<file path="src/sv/ohrp_pkg.sv">
package ohrp_pkg;

  localparam int MAX_BYTES_DEF = 4;

  localparam int VALUE_W = 32;
  localparam int BCNT_W  = 3;

  localparam logic [BCNT_W-1:0] BCNT_RESET = BCNT_W'(1);

  localparam logic [7:0] CH_SPACE = 8'h20;
  localparam logic [7:0] CH_GT    = 8'h3E;
  localparam logic [7:0] CH_UA    = 8'h41;
  localparam logic [7:0] CH_UF    = 8'h46;
  localparam logic [7:0] CH_D0    = 8'h30;
  localparam logic [7:0] CH_D9    = 8'h39;

  typedef enum logic [2:0] {
    PH_SKIP1 = 3'd0,
    PH_SKIP2 = 3'd1,
    PH_HI    = 3'd2,
    PH_LO    = 3'd3,
    PH_SEP   = 3'd4,
    PH_WAIT  = 3'd5
  } phase_t;

  typedef struct packed {
    logic ok;
    logic [3:0] digit;
  } hex_dig_t;

  // Result offered by the parser core for the byte being processed.
  typedef struct packed {
    logic emit;
    logic [VALUE_W-1:0] value;
    logic bad_digit;
  } ohrp_res_t;

  // Uppercase hex only; anything else decodes to zero and flags an error.
  function automatic hex_dig_t hex_decode(input logic [7:0] c);
    hex_dig_t r;
    r.ok    = 1'b1;
    r.digit = 4'd0;
    if (c >= CH_UA && c <= CH_UF) begin
      r.digit = 4'(c - CH_UA + 8'd10);
    end else if (c >= CH_D0 && c <= CH_D9) begin
      r.digit = 4'(c - CH_D0);
    end else begin
      r.ok = 1'b0;
    end
    return r;
  endfunction

endpackage

</file>
<file path="src/sv/ohrp_core.sv">
module ohrp_core
  import ohrp_pkg::*;
#(
  parameter int MAX_BYTES = MAX_BYTES_DEF
) (
  input  logic              clk,
  input  logic              rst,
  input  logic              step,
  input  logic [7:0]        ch,
  input  logic [BCNT_W-1:0] byte_count,
  output ohrp_res_t         res
);

  localparam int PW = $clog2(MAX_BYTES + 1);
  localparam logic [3:0] MaxB = 4'(MAX_BYTES);

  phase_t              phase, phase_next;
  logic [PW-1:0]       pairs_done, pairs_done_next;
  logic [VALUE_W-1:0]  accumulator, accumulator_next;
  logic                error_seen, error_seen_next;

  logic [3:0]  bc_wide;
  logic [3:0]  expected;
  logic [3:0]  pairs_inc;
  hex_dig_t    dig;

  assign bc_wide   = {1'b0, byte_count};
  assign expected  = (bc_wide > MaxB) ? MaxB : bc_wide;
  assign pairs_inc = 4'(pairs_done) + 4'd1;
  assign dig       = hex_decode(ch);

  always_comb begin
    phase_next       = phase;
    pairs_done_next  = pairs_done;
    accumulator_next = accumulator;
    error_seen_next  = error_seen;
    res.emit         = 1'b0;
    res.value        = error_seen ? '0 : accumulator;
    res.bad_digit    = error_seen;
    unique case (phase) inside
      PH_SKIP1: begin
        if (ch == CH_SPACE) phase_next = PH_SKIP2;
      end
      PH_SKIP2: begin
        if (ch == CH_SPACE) phase_next = (expected == 4'd0) ? PH_WAIT : PH_HI;
      end
      PH_HI, PH_LO: begin
        accumulator_next = {accumulator[VALUE_W-5:0], dig.digit};
        error_seen_next  = error_seen | ~dig.ok;
        phase_next       = (phase == PH_HI) ? PH_LO : PH_SEP;
      end
      PH_SEP: begin
        // separator byte is dropped unchecked
        pairs_done_next = PW'(pairs_inc);
        phase_next      = (pairs_inc >= expected) ? PH_WAIT : PH_HI;
      end
      PH_WAIT: begin
        if (ch == CH_GT) begin
          res.emit         = 1'b1;
          phase_next       = PH_SKIP1;
          pairs_done_next  = '0;
          accumulator_next = '0;
          error_seen_next  = 1'b0;
        end
      end
      default: begin
        phase_next       = PH_SKIP1;
        pairs_done_next  = '0;
        accumulator_next = '0;
        error_seen_next  = 1'b0;
      end
    endcase
  end

  always_ff @(posedge clk) begin
    if (rst) begin
      phase       <= PH_SKIP1;
      pairs_done  <= '0;
      accumulator <= '0;
      error_seen  <= 1'b0;
    end else if (step) begin
      phase       <= phase_next;
      pairs_done  <= pairs_done_next;
      accumulator <= accumulator_next;
      error_seen  <= error_seen_next;
    end
  end

endmodule

</file>
<file path="src/sv/obd_hex_response_parser_unit.sv">
// Channel  | Handshake               | Payload
// ---------+-------------------------+--------------------------------
// input    | in_valid / in_ready     | rx_byte[7:0]
// output   | out_valid / out_ready   | value[31:0], bad_digit
// config   | cfg_valid / cfg_ready   | byte_count[2:0]
//
// One received character per cycle sustained while the output is not
// stalled. A character is held and parsed in the input register, and
// its result (only on the closing '>') lands in the output register as
// the character is consumed. Synchronous active-high reset; byte_count
// resets to 1, the parser to its first-space search. An output stall
// holds the result and backs up the input register; in_ready stays
// high whenever the output register is empty or being drained.
module obd_hex_response_parser_unit
  import ohrp_pkg::*;
#(
  parameter int MAX_BYTES = MAX_BYTES_DEF
) (
  input  logic               clk,
  input  logic               rst,
  // received characters
  input  logic               in_valid,
  output logic               in_ready,
  input  logic [7:0]         rx_byte,
  // parsed replies
  output logic               out_valid,
  input  logic               out_ready,
  output logic [VALUE_W-1:0] value,
  output logic               bad_digit,
  // byte count register
  input  logic               cfg_valid,
  output logic               cfg_ready,
  input  logic [BCNT_W-1:0]  byte_count
);

  // input register
  logic       stg_valid, stg_valid_next;
  logic [7:0] stg_byte;
  logic       stg_fire;

  // config register
  logic [BCNT_W-1:0] bcnt;

  // parser core result for the staged character
  ohrp_res_t res;

  logic out_valid_next;

  // The staged character is parsed once the output register can take a
  // result, so a result is never dropped.
  assign stg_fire  = stg_valid & (~out_valid | out_ready);
  assign in_ready  = ~stg_valid | stg_fire;
  assign cfg_ready = 1'b1;

  assign stg_valid_next = (in_valid & in_ready) | (stg_valid & ~stg_fire);
  assign out_valid_next = stg_fire ? res.emit : (out_valid & ~out_ready);

  always_ff @(posedge clk) begin
    if (rst) begin
      stg_valid <= 1'b0;
      out_valid <= 1'b0;
      bcnt      <= BCNT_RESET;
    end else begin
      stg_valid <= stg_valid_next;
      out_valid <= out_valid_next;
      if (cfg_valid & cfg_ready) bcnt <= byte_count;
    end
  end

  // payload registers, no reset needed
  always_ff @(posedge clk) begin
    if (in_valid & in_ready) stg_byte <= rx_byte;
    if (stg_fire & res.emit) begin
      value     <= res.value;
      bad_digit <= res.bad_digit;
    end
  end

  ohrp_core #(
    .MAX_BYTES (MAX_BYTES)
  ) u_core (
    .clk        (clk),
    .rst        (rst),
    .step       (stg_fire),
    .ch         (stg_byte),
    .byte_count (bcnt),
    .res        (res)
  );

endmodule

</file>
<file path="config.mk">
export PLATFORM = sky130hd
export DESIGN_NAME = obd_hex_response_parser_unit
export DESIGN_NICKNAME = d
export VERILOG_FILES = /design/src/sv/ohrp_pkg.sv /design/src/sv/ohrp_core.sv /design/src/sv/obd_hex_response_parser_unit.sv
export SDC_FILE = /design/constraint.sdc
export NUM_CORES = 1
export LEC_CHECK = 0
export ABC_AREA = 1
export BUFFER_PORTS_ARGS = -buffer_cell sky130_fd_sc_hd__buf_2
export CAP_MARGIN = 15
export CORE_MARGIN = 4
export CORE_UTILIZATION = 50
export DETAILED_ROUTE_END_ITERATION = 12
export PLACE_DENSITY = 0.75
export RECOVER_POWER = 100
export SYNTH_ARGS = -nofsm -noshare
export SYNTH_HDL_FRONTEND = slang
export SYNTH_SLANG_ARGS = --single-unit
</file>
<file path="constraint.sdc">
create_clock -name clk -period 2.2 [get_ports clk]
set_clock_uncertainty 0.2 [all_clocks]
set_input_delay 0.33 -clock clk [delete_from_list [all_inputs] [get_ports clk]]
set_output_delay 0.33 -clock clk [all_outputs]
set_load 0.02 [all_outputs]
</file>
; ---- After elaboration in Yosys (flattened, before gate mapping)
; Index checks and enable logic that the tools add are counted.
[word_totals]
reg_bits = 85
in_bits = 16
out_inout_bits = 36
elab_cells = 76
[op_classes]
n_addsub = 4
order_cmp = 6
eq_ne = 10
mux = 20
n_bitwise = 16
n_reduce_logical = 10
[op_table]
columns = op, count
row1 = $pmux W32 S3, 1
row2 = $mux W32, 1
row3 = $mux W3, 7
row4 = $eq A8 B6 Y1 const B, 2
row5 = $pmux W3 S5, 1
row6 = $pmux W3 S3, 1
row7 = $ge A8 B6 Y1 const B, 1
row8 = $ge A8 B7 Y1 const B, 1
row9 = $le A8 B6 Y1 const B, 1
row10 = $le A8 B7 Y1 const B, 1
row11 = $mux W4, 2
row12 = $sub A4 B1 Y4 const B, 2
row13 = $not A1 Y1, 7
row14 = $eq A3 B2 Y1 const B, 2
row15 = $eq A3 B3 Y1 const B, 2
row16 = $mux W1, 6
row17 = $reduce_and A3 Y1, 2
row18 = $and A1 B1 Y1, 5
row19 = $add A3 B1 Y4 const B, 1
row20 = $add A4 B4 Y4 const B, 1
row21 = $ge A4 B4 Y1, 1
row22 = $logic_not A4 Y1, 1
row23 = $ne A2 B2 Y1 const B, 2
row24 = $or A1 B1 Y1, 4
row25 = other kinds (10), 11

; ---- Logic depth before layout (Yosys ltp)
; Gate-level depths: netlist (run 1).
[depth]
depth_word = 7
depth_mapped = 13
mapped_depth_nobuf = 13

; ---- Hierarchy
; From an unflattened synthesis (run 1), not the netlist that was laid out.
[unflattened]
cells_unflattened = 407
area_unflattened_um2 = 3681.0
[modules_own_cells]
columns = mod, instances, cells_each, area_each_um2, seq_area_each_um2
row1 = ohrp_core, 1, 333, 2214.6, 780.7
row2 = obd_hex_response_parser_unit, 1, 74, 1466.4, 1331.3

; ---- Least setup slack after synthesis (run 1)
; OpenSTA, ideal clock, no wires.
[synth_timing]
path_kind = register to register
startpoint = register stg_byte[0]
endpoint = register bad_digit, enable pin
setup_ps = 388
t_arrival_ps = 1666
t_required_ps = 1612
slack_ps = -53
stages_incl_launch_ff = 7
path_cell_list = edfxtp_1 inv_1 ha_1 inv_1 nor2_4 nand4_1 inv_1
[synth_via]
elab_chain_cells = 4
[synth_lines]
columns = element, line
row1 = from (decl), obd_hex_response_parser_unit.sv:38  ; logic [7:0] stg_byte;
row2 = from (signal assigned), obd_hex_response_parser_unit.sv:72  ; if (in_valid & in_ready) stg_byte <= rx_byte;
row3 = $eq A8 B6 Y1, ohrp_core.sv:58  ; if (ch == CH_GT) begin
row4 = $mux W1, ohrp_core.sv:58
row5 = $mux W1, ohrp_core.sv:40  ; unique case (phase) inside
row6 = $and A1 B1 Y1, obd_hex_response_parser_unit.sv:73  ; if (stg_fire & res.emit) begin
row7 = to (signal assigned), obd_hex_response_parser_unit.sv:75  ; bad_digit <= res.bad_digit;
row8 = to (decl), obd_hex_response_parser_unit.sv:29  ; output logic bad_digit,
; Every way passes these cells.
; A chain may end at the register's enable or synchronous reset.

; ---- Worst setup path in the final report (run 1)
[layout_timing]
startpoint = register stg_byte[0]
endpoint = register value[13], enable pin
[layout_via]
elab_chain_cells = 4
[layout_lines]
columns = element, line
row1 = $eq A8 B6 Y1, ohrp_core.sv:58
row2 = $mux W1, ohrp_core.sv:58
row3 = $mux W1, ohrp_core.sv:40
row4 = $and A1 B1 Y1, obd_hex_response_parser_unit.sv:73
row5 = to (signal assigned), obd_hex_response_parser_unit.sv:74  ; value <= res.value;
row6 = to (decl), obd_hex_response_parser_unit.sv:28  ; output logic [VALUE_W-1:0] value,
; Every way passes these cells.

==> results of run 1 <==
==> cell type report <==
cell class / count / area (um2) / share of cell area
timing repair buffer: 67 / 384 / 0.0905
sequential: 85 / 2110 / 0.497
multi-input combinational: 245 / 1210 / 0.286
inverter: 59 / 225 / 0.0531
tap: 96 / 120 / 0.0283
clock inverter: 6 / 53.8 / 0.0127
clock buffer: 10 / 138 / 0.0324
==> tightest hold or removal path, delay by kind of cell <==
family	cells	cell delay [ps]
compound gates	1	50
buf+inv	2	160
==> sequential cells by signal (all words and copies together), names as in the netlist <==
signal and flops:
stg_valid 1, u_core.pairs_done 3, u_core.error_seen 1, out_valid 1, bcnt 3, value 32
u_core.accumulator 32, bad_digit 1, u_core.phase 3, stg_byte 8
==> synth_stat cells <==
| master | number | area share |
|---|---|---|
| nand2_1 | 96 | 0.098 |
| inv_1 | 59 | 0.060 |
| nor2_1 | 48 | 0.049 |
| dfxtp_1 | 44 | 0.24 |
| a21oi_1 | 41 | 0.056 |
| edfxtp_1 | 41 | 0.34 |
| nand3_1 | 13 | 0.018 |
| ha_1 | 9 | 0.031 |
| clkbuf_1 | 8 | 0.0082 |
| o21ai_0 | 7 | 0.0096 |
| nand4_1 | 5 | 0.0085 |
| a21oi_2 | 4 | 0.0096 |
| buf_2 | 3 | 0.0041 |
| nand3_2 | 3 | 0.0082 |
| a31oi_1 | 2 | 0.0034 |
| buf_6 | 2 | 0.0062 |
| nand2_2 | 2 | 0.0034 |
| nand2_4 | 2 | 0.0062 |
| nand3b_1 | 2 | 0.0041 |
| nor2_4 | 2 | 0.0062 |
| xor2_1 | 2 | 0.0048 |
| a21boi_4 | 1 | 0.0051 |
| buf_1 | 1 | 0.0010 |
| buf_4 | 1 | 0.0021 |
| buf_8 | 1 | 0.0041 |
| conb_1 | 1 | 0.0010 |
| nor2_8 | 1 | 0.0055 |
| nor3_2 | 1 | 0.0027 |
| o21a_1 | 1 | 0.0021 |
| o21bai_1 | 1 | 0.0021 |
| xnor2_1 | 1 | 0.0024 |
==> logic make-up (layout without fill, tap and decap cells) <==
| logic type | after synthesis | in the layout | synth area share |
|---|---|---|---|
| buffers and inverters | 75 | 142 | 0.0861 |
| flip-flops | 85 | 85 | 0.577 |
| AND/OR/NAND/NOR | 175 | 175 | 0.210 |
| adder cells (fa/ha/maj) | 9 | 9 | 0.0308 |
| AO/OA/AOI/OAI | 57 | 57 | 0.0878 |
| other | 1 | 1 | 0.00102 |
| XOR/XNOR | 3 | 3 | 0.00718 |
==> repair_timing <==
action                                 4_1_cts  5_1_grt
endpoints found under the hold margin        9        0
buffers inserted                             0        0
hold buffers                                10        0
==> per-stage QoR <==
| stage | util | hold slack, ps | area (um2) | power (mW) |
|---|---|---|---|---|
| 2_1_floorplan | - | 206 | 3660 | 1.79 |
| 3_3_place_gp | 0.582 | 255 | 4040 | 1.82 |
| 3_5_place_dp | 0.582 | 265 | 4040 | 1.83 |
| 4_1_cts | 0.624 | 3.82 | 4340 | 2.87 |
| 5_1_grt | 0.611 | 36.6 | 4250 | 2.97 |
| 6_report | 0.611 | 32.6 | 4250 | 2.86 |
==> where the power goes <==
| group | leakage (nW) | total [mW] | internal [mW] | switching, mW |
|---|---|---|---|---|
| Sequential | 0.685 | 1.68 | 1.66 | 0.0157 |
| Combinational | 0.773 | 0.125 | 0.0530 | 0.0723 |
| Clock | 0.0954 | 1.06 | 0.461 | 0.596 |
==> routing by layer <==
metal	vias to the layer above	share of wire	global-route usage
met5	-	0	0
met4	0	0.0098	0.0529
met3	7	0.052	0.0386
met2	78	0.49	0.271
met1	1249	0.44	0.192
li1	1407	-	-
==> path summary, 6_finish.rpt <==
| path | startpoint | endpoint | slack [ps] | cells after the start |
|---|---|---|---|---|
| hold / removal | in_valid | stg_valid | 30 | 3 |
| setup / recovery | stg_byte[0] | value[13] | 160 | 7 |
| hold reg to reg | u_core.accumulator[28] | u_core.accumulator[28] | 270 | 2 |
| setup reg to reg | stg_byte[0] | value[13] | 160 | 7 |
==> reports/qor.yml, run 1 <==
sta:
  finalCriticalPeriod_ps: 2040
  setup_viol_count_final: 0
  slew_violations: 0
  worst_slack_ps: 160
  fmax_mhz: 490
  worst_slew_pin_slew_ps: 1020
  max_slew_margin: 0.323
  hold_viol_final: 0
  tns_ps: 0
  rsz0062_at_grt: "false"
  fin_crit_sh: 0.927
place:
  preCtsSetupSlack_ps: 157
  place_congestion: 0.852
  dp.cells: 542
  dp_hpwl_mm: 4.27
  portBuffers: 50
drt:
  vias: 2741
  drt-initial-drc-count: 205
  drc: 0
  wl_per_cell_um: 11.4
  antenna_left: 0
  drt_wl_total_mm: 6.50
  first_pass_iters: 5
  viasPerCell: 4.83
floorplanning:
  io_pins: 52
  initial_core_util: 0.527
  die_h_um: 93.6
  rows: 30
  die_area_um2: 8760
  core-area_um2: 6940
  dieWidth_um: 93.6
power_and_ir_drop:
  powerDensity_nw_per_um2: 674
  vdd_drop_max_mv: 0.331
  leakage_nw: 1.55
worst_setup_path:
  path_buf_inv: 4
  critPathRequiredTime_ps: 2050
  endpoint_kind: "flip-flop"
  crit_path_start_kind: "flip-flop"
  cp_top_family: "buffers and inverters"
  path_class: "reg2reg"
  critPathSlowestCell: "edfxtp_1"
  crit_top_cell: "inv_1"
  crit_chain: "inv_1, ha_1, inv_1, nor2_4, nand4_1, clkinvlp_4, buf_12"
  critical_path_arrival_ps: 1890
  crit_fanout: 33
  cp_slowest_stage_delay_ps: 480
synthesis:
  syn-num-nets: 430
  ys_warn_count: 0
  avgSynthCellArea_um2: 9.04
  yosysSeqAreaShare: 0.577
  ys_ff_latch: 85
  ys_types: 31
  netlist_instances: 405
  synthesis.area_um2: 3660
run_status:
  outcome: "complete, no violations"
layout:
  areaGrowthSynthToFinish_pct: 16.0
  drive_above_1_share: 0.104
  layout_common_cells: "nand2_1, inv_1, nor2_1"
  final_common_cell: "nand2_1"
  fin_cells: 568
  fillers: 613
  fin_nets: 492
  diodes: 0
global_routing:
  first_global_vias: 2569
  grt_usage: 0.157
  grt_pass1_wl_mm: 11.1
  overflow: 0
  grt_antenna_before_repair: 0
  grt_max_degree: 34
clock_network:
  cts_tree: "done"
  cts_max_level: 3
  numCtsBuffers: 9
  clock_latency_ps: 350
  clock-sinks: 85
  post_cts_resized: 0
  clockRootBuffer: "clkbuf_8"
  cts_buffer_depth: 2
  clkTransAtPathRegs_ps: 90
run:
  cap_violations: 0
min_path:
  min_path_type: "in2reg"
Power figures use the tool's default switching activity.
==> run 2: changes to the inputs <==
Settings changed: PLACE_DENSITY 0.75 to 0.81.
==> run 2 against run 1 <==
- global-route usage is 0.19 points higher
- utilization rose by 0.090 points
- total power up 2.7%
==> reports/qor.yml, run 2 (synthesis gave the netlist of run 1 again) <==
sta:
  finalCriticalPeriod_ps: 2000  # -35.9 ps
  fin_crit_sh: 0.911  # -0.0163
  worst_slew_pin_slew_ps: 1020  # +3.78 ps
  rsz0062_at_grt: "false"
  max_slew_margin: 0.320  # -0.00252
  hold_viol_final: 0  # unchanged
  setup_viol_count_final: 0  # unchanged
  fmax_mhz: 499  # +1.8%
  worst_slack_ps: 196  # +35.9 ps
  slew_violations: 0  # unchanged
  tns_ps: 0  # unchanged
clock_network:
  clockRootBuffer: "clkbuf_8"
  clock_latency_ps: 350  # about the same
  numCtsBuffers: 9  # unchanged
  cts_tree: "done"
  cts_buffer_depth: 2  # unchanged
  post_cts_resized: 0  # unchanged
  clock-sinks: 85  # unchanged
  clkTransAtPathRegs_ps: 90  # about the same
  cts_max_level: 3  # unchanged
worst_setup_path:
  r2r_setup_slack_ps: 200  # +40 ps
  r2r_start: "stg_byte[0]"
  crit_start: "stg_byte[0]"
  endpoint_kind: "flip-flop"
  crit_chain: "inv_1, ha_1, inv_1, nor2_4, nand2_2, nand2_4, nand2_4, nor2_8, nand3_1, a21oi_1"
  path_class: "reg2reg"
  rr_worst_depth: 10  # +3
  crit_fanout: 32  # -3.0%
  crit_path_start_kind: "flip-flop"
  critical_path_arrival_ps: 2090  # +200 ps
  critPathSlowestCell: "edfxtp_1"
  cp_slowest_stage_delay_ps: 400  # -80 ps
  critPathRequiredTime_ps: 2280  # +230 ps
  worst_r2r_endpoint: "u_core.accumulator[1]"
place:
  place_congestion: 0.854  # +0.18%
  dp_hpwl_mm: 4.34  # +1.6%
  place_area_um2: 4010  # -0.93%
  portBuffers: 50  # unchanged
  preCtsSetupSlack_ps: 200  # +43.5 ps
  dp.cells: 542  # unchanged
run_status:
  outcome: "complete, no violations"
power_and_ir_drop:
  powerDensity_nw_per_um2: 691  # +2.5%
  vdd_drop_max_mv: 0.348  # +5.1%
  leakage_nw: 1.54  # -0.78%
global_routing:
  grt_pass1_wl_mm: 11.0  # -0.37%
  grt_max_degree: 34  # unchanged
  grt_usage: 0.159  # +0.00188
  grt_antenna_before_repair: 0  # unchanged
  first_global_vias: 2498  # -2.8%
  overflow: 0  # unchanged
layout:
  diodes: 0  # unchanged
  design_area_um2: 4250  # +0.15%
  largestRegisters: "u_core.accumulator (32), value (32), stg_byte (8)"
  register_area_um2: 2110  # unchanged
  multi_input_area_um2: 1230  # +1.8%
  final_common_cell: "nand2_1"
  drive_above_1_share: 0.112  # +0.00847
  final_core_util: 0.612  # +0.000901
  fillers: 588  # -4.1%
  fin_cells: 568  # unchanged
  fin_nets: 492  # unchanged
  layout_common_cells: "nand2_1, inv_1, nor2_1"
  areaGrowthSynthToFinish_pct: 16.1
drt:
  wl_per_cell_um: 11.4  # -0.66%
  drt_wl_total_mm: 6.46  # -0.66%
  drt-initial-drc-count: 155  # -24%
  vias: 2714  # -0.99%
  antenna_left: 0  # unchanged
  drc: 0  # unchanged
  viasPerCell: 4.78  # -0.99%
  first_pass_iters: 4  # -1
floorplanning:
  dieWidth_um: 93.6  # unchanged
  die_h_um: 93.6  # unchanged
  initial_core_util: 0.527  # unchanged
  core-area_um2: 6940  # unchanged
  io_pins: 52  # unchanged
  die_area_um2: 8760  # unchanged
  rows: 30  # unchanged
min_path:
  min_to: "stg_valid"
  worstHoldStart: "in_valid"
  hold_path_depth: 3  # unchanged
  min_path_type: "in2reg"
run:
  cap_violations: 0  # unchanged
==> run 2: area by class of cell <==
class | count | area share
Clock buffer | 9 | 0.0291
Tap cell | 96 | 0.0283
Inverter | 59 | 0.0530
Multi-Input combinational cell | 245 | 0.290
Timing Repair Buffer | 67 | 0.0842
Clock inverter | 7 | 0.0185
Sequential cell | 85 | 0.497
==> run 2: per-stage QoR <==
stage	total power, mW	hold slack (ps)
2_1_floorplan	1.79	206
3_3_place_gp	1.82	256
3_5_place_dp	1.83	262
4_1_cts	2.94	20.9
5_1_grt	3.05	53.3
6_report	2.94	41.6
==> run 2: per-layer routing <==
metal  wire [um]  GRT usage  vias to the layer above
met3         342     0.0362                       11
met5           0          0                        -
met4         100     0.0614                        0
li1            -          -                     1407
met1        2820      0.199                     1230
met2        3190      0.267                       66
==> run 2: how the worst max path moves through the flow <==
stage	endpoint	slack (ps)	depth (start not counted)
final	u_core.accumulator[1]	200	10
after global routing	u_core.accumulator[7]	5	10
after CTS	u_core.accumulator[1]	180	10
after detailed placement	u_core.accumulator[1]	200	10
after global placement	u_core.accumulator[1]	300	10
after floorplan	bad_digit	170	6
==> run 2: worst max-delay path, delay by kind of cell (launching register included) <==
family                   cells  cell delay (ps)
AND/OR/NAND/NOR              6              840
buffers and inverters        2              190
AO/OA/AOI/OAI                1              150
adder cells (fa/ha/maj)      1              150
flip-flops                   1              400
==> run 2: repair_timing <==
item,4_1_cts,5_1_grt
hold buffers,10,0
setup buffers,0,0
endpoints found under the hold margin,9,0
==> run 2: where the power goes <==
group	total [mW]	internal (mW)	switching, mW
sequential	1.68	1.66	0.0136
clock	1.13	0.536	0.593
combinational	0.131	0.0546	0.0765
==> run 3: changes to the inputs <==
Settings changed: PLACE_DENSITY 0.81 to 0.78, SETUP_SLACK_MARGIN set to 0.5, SYNTH_HIERARCHICAL set to 1.
Clock period 2.2 ns to 2.11 ns, I/O delays scaled along.
==> run 3 against run 2 <==
- the run now ends with negative setup slack left
- synthesized area grew 0.55%
- register-to-register slack lost 200 ps
- maximum frequency shrank 5.4%
- utilization grew 8.7 points
- clock-buffer cell count is the same
- highest routed layer unchanged
==> reports/qor.yml, run 3 <==
power_and_ir_drop:
  p_int_mw: 2.37  # +5.3%
  clkPwrFrac: 0.394  # +0.009
  switching_share: 0.243  # +0.0104
  seqPwrFrac: 0.555  # -0.016
  vdd_drop_max_mv: 0.509  # +46%
  leakage_nw: 1.99  # +29%
  power_mw: 3.13  # +6.7%
  comb_power_share: 0.051  # +0.006
  powerDensity_nw_per_um2: 621  # -10%
  power_switching_mw: 0.761  # +11%
layout:
  diodes: 0  # unchanged
  fin_nets: 519  # +5.5%
  drive_above_1_share: 0.315  # +0.202
  largestRegisters: "u_core/accumulator (32), value (32), stg_byte (8)"
  areaGrowthSynthToFinish_pct: 37.0
  layout_common_cells: "nor2_1, nand2_1, inv_1"
  final_common_cell: "nor2_1"
sta:
  hold_ws_ps: 5.21  # -36.3 ps
  max_slew_margin: 0.566  # +0.245
  hold_viol_final: 0  # unchanged
  rsz0062_at_grt: "true"
  fmax_mhz: 472  # -5.4%
  finalCriticalPeriod_ps: 2120  # +114 ps
  worst_slack_ps: -7.96  # -204 ps
  fin_crit_sh: 1.00  # +0.0928
  worst_slew_pin_slew_ps: 652  # -368 ps
  slew_violations: 0  # unchanged
  setup_viol_count_final: 8  # +8
floorplanning:
  core-area_um2: 7210  # +3.9%
  initial_core_util: 0.510  # -0.0170
  die_area_um2: 8800  # +0.49%
  dieWidth_um: 93.8  # +0.25%
  io_pins: 52  # unchanged
  die_h_um: 93.8  # +0.25%
  rows: 31  # +3.3%
global_routing:
  grt_antenna_before_repair: 0  # unchanged
  grt_max_degree: 34  # unchanged
  grt_pass1_wl_mm: 13.2  # +20%
  overflow: 0  # unchanged
  grt_usage: 0.193  # +0.0336
  first_global_vias: 2850  # +14%
clock_network:
  clock-sinks: 85  # unchanged
  cts_buffer_depth: 2  # unchanged
  numCtsBuffers: 9  # unchanged
  clkTransAtPathRegs_ps: 100  # about the same
  clockRootBuffer: "clkbuf_8"
  clock_latency_ps: 370  # +20 ps
  cts_max_level: 3  # unchanged
  cts_tree: "done"
drt:
  met1_length_mm: 3.32  # +18%
  antenna_left: 0  # unchanged
  dr_wl_met2_mm: 4.40  # +38%
  wl_met3_um: 555  # +62%
  drt_wl_total_mm: 8.41  # +30%
  drc: 0  # unchanged
  dr.max_layer_used: "met4"
  wl_per_cell_um: 14.1  # +24%
  viasPerCell: 5.04  # +5.5%
  vias: 3015  # +11%
  drt-initial-drc-count: 122  # -21%
  first_pass_iters: 4  # unchanged
synthesis:
  yosys-top-cells-area: "edfxtp_1, dfxtp_1, nor2_1, nand2_1, inv_1"
  ys_warn_count: 6  # +6
  synth_common_cells: "nor2_1, nand2_1, inv_1, dfxtp_1, edfxtp_1"
  yosysSeqAreaShare: 0.574  # -0.00314
  ys_ff_latch: 85  # unchanged
  syn-num-nets: 432  # +0.47%
  synth_top_cell_area_share: 0.334  # -0.00183
  synth-edff-count: 41  # unchanged
  ys.flop_type: "dfxtp_1"
  netlist_instances: 407  # +0.49%
  avgSynthCellArea_um2: 9.04  # about the same
  ys_types: 33  # +6.5%
  synth_most_common_cell: "nor2_1"
  synthesis.area_um2: 3680  # +0.55%
  yosysTopAreaCell: "edfxtp_1"
  synthArstFlopShare: 0  # unchanged
worst_setup_path:
  crit_top_cell: "inv_2"
  critPathRequiredTime_ps: 2010  # -270 ps
  critical_path_arrival_ps: 2020  # -70 ps
  critPathSlowestCell: "edfxtp_1"
  path_buf_inv: 5  # +3
  endpoint_kind: "flip-flop"
  path_class: "reg2reg"
  cp_slowest_stage_delay_ps: 420  # +20 ps
  crit_path_start_kind: "flip-flop"
  crit_fanout: 8  # -75%
  cp_top_family: "simple AND/OR/NAND/NOR gates"
  crit_chain: "inv_2, ha_4, inv_2, nor2_2, nand2_2, nor4_4, inv_2, nor3_4, buf_6, clkbuf_16"
run_status:
  outcome: "complete, but fails checks"
  violations: "negative setup slack"
place:
  place_congestion: 0.829  # -2.8%
  dp_hpwl_mm: 4.46  # +2.7%
  portBuffers: 50  # unchanged
run:
  cap_violations: 0  # unchanged
min_path:
  min_path_type: "in2reg"
run 3: cell types whose count changed after synthesis, moves of 4 or more:
cell	previous run	this run
a22oi_1	0	27
buf_4	1	5
nand2_1	96	63
nand4_1	5	1
o21ai_0	7	2
a21oi_1	41	14
inv_2	0	7
nor2_1	48	82
run 3: metal layers:
metal / GRT usage / vias to the layer above
met2: 0.329 / 94
met3: 0.0593 / 12
met4: 0.0698 / 0
met5: 0 / -
met1: 0.228 / 1430
li1: - / 1479
run 3: logic make-up (layout without fill, tap and decap cells):
| family | Yosys count | count (layout) | synth area share |
|---|---|---|---|
| AOI/OAI and AO/OA | 49 | 49 | 0.0891 |
| xor gates and xnor gates | 2 | 2 | 0.00476 |
| other | 1 | 1 | 0.00102 |
| DFF | 85 | 85 | 0.574 |
| adders and majority gates | 9 | 9 | 0.0306 |
| buffers and inverters | 87 | 179 | 0.102 |
| and+or+nand+nor | 174 | 174 | 0.199 |
run 3: repair_timing:
item,in CTS,in global routing
pin swaps,0,16
setup endpoints to repair,73,74
setup buffers,8,6
hold buffers,13,0
endpoints found under the hold margin,12,0
gates resized for setup,21,33
gates cloned,5,2
run 3: worst min-delay path, stage by stage:
cell and delay, ps:
buf_2 110, nand2_1 50, nand3_1 60
run 3: power groups by stage:
| stage | Combinational (mW) | Sequential (mW) | Clock, mW |
|---|---|---|---|
| 6_report | 0.160 | 1.74 | 1.24 |
| 5_1_grt | 0.177 | 1.74 | 1.31 |
| 4_1_cts | 0.142 | 1.74 | 1.23 |
| 3_5_place_dp | 0.119 | 1.78 | 0 |
| 3_3_place_gp | 0.116 | 1.77 | 0 |
| 2_1_floorplan | 0.0790 | 1.78 | 0 |
run 3: final cells by class:
cell class | instances | area [um2]
multi-input combinational | 235 | 1540
fill | 521 | 2170
clock inverter | 7 | 90.1
sequential | 85 | 2120
clock buffer | 9 | 124
tap | 99 | 124
timing repair buffer | 94 | 791
inverter | 69 | 262
run 3: final timing paths:
| path | from | endpoint | slack (ps) | cells after the start |
|---|---|---|---|---|
| hold / removal | cfg_valid | bcnt[0] | 5 | 3 |
| hold reg to reg | u_core/accumulator[30] | u_core/accumulator[30] | 270 | 2 |
| setup / recovery | stg_byte[0] | value[17] | -8 | 10 |
| setup reg to reg | stg_byte[0] | value[17] | -8 | 10 |
run 3: stage by stage:
stage	instances	TNS [ps]	area (um2)	setup slack, ps	util
2_1_floorplan	407	-16550	3900	-502	-
4_1_cts	591	-131	4900	-10.1	0.680
5_1_grt	598	-3600	5040	-127	0.699
6_report	598	-61.1	5040	-7.96	0.699
3_5_place_dp	549	0	4280	33.0	0.593
3_3_place_gp	549	0	4280	79.0	0.593
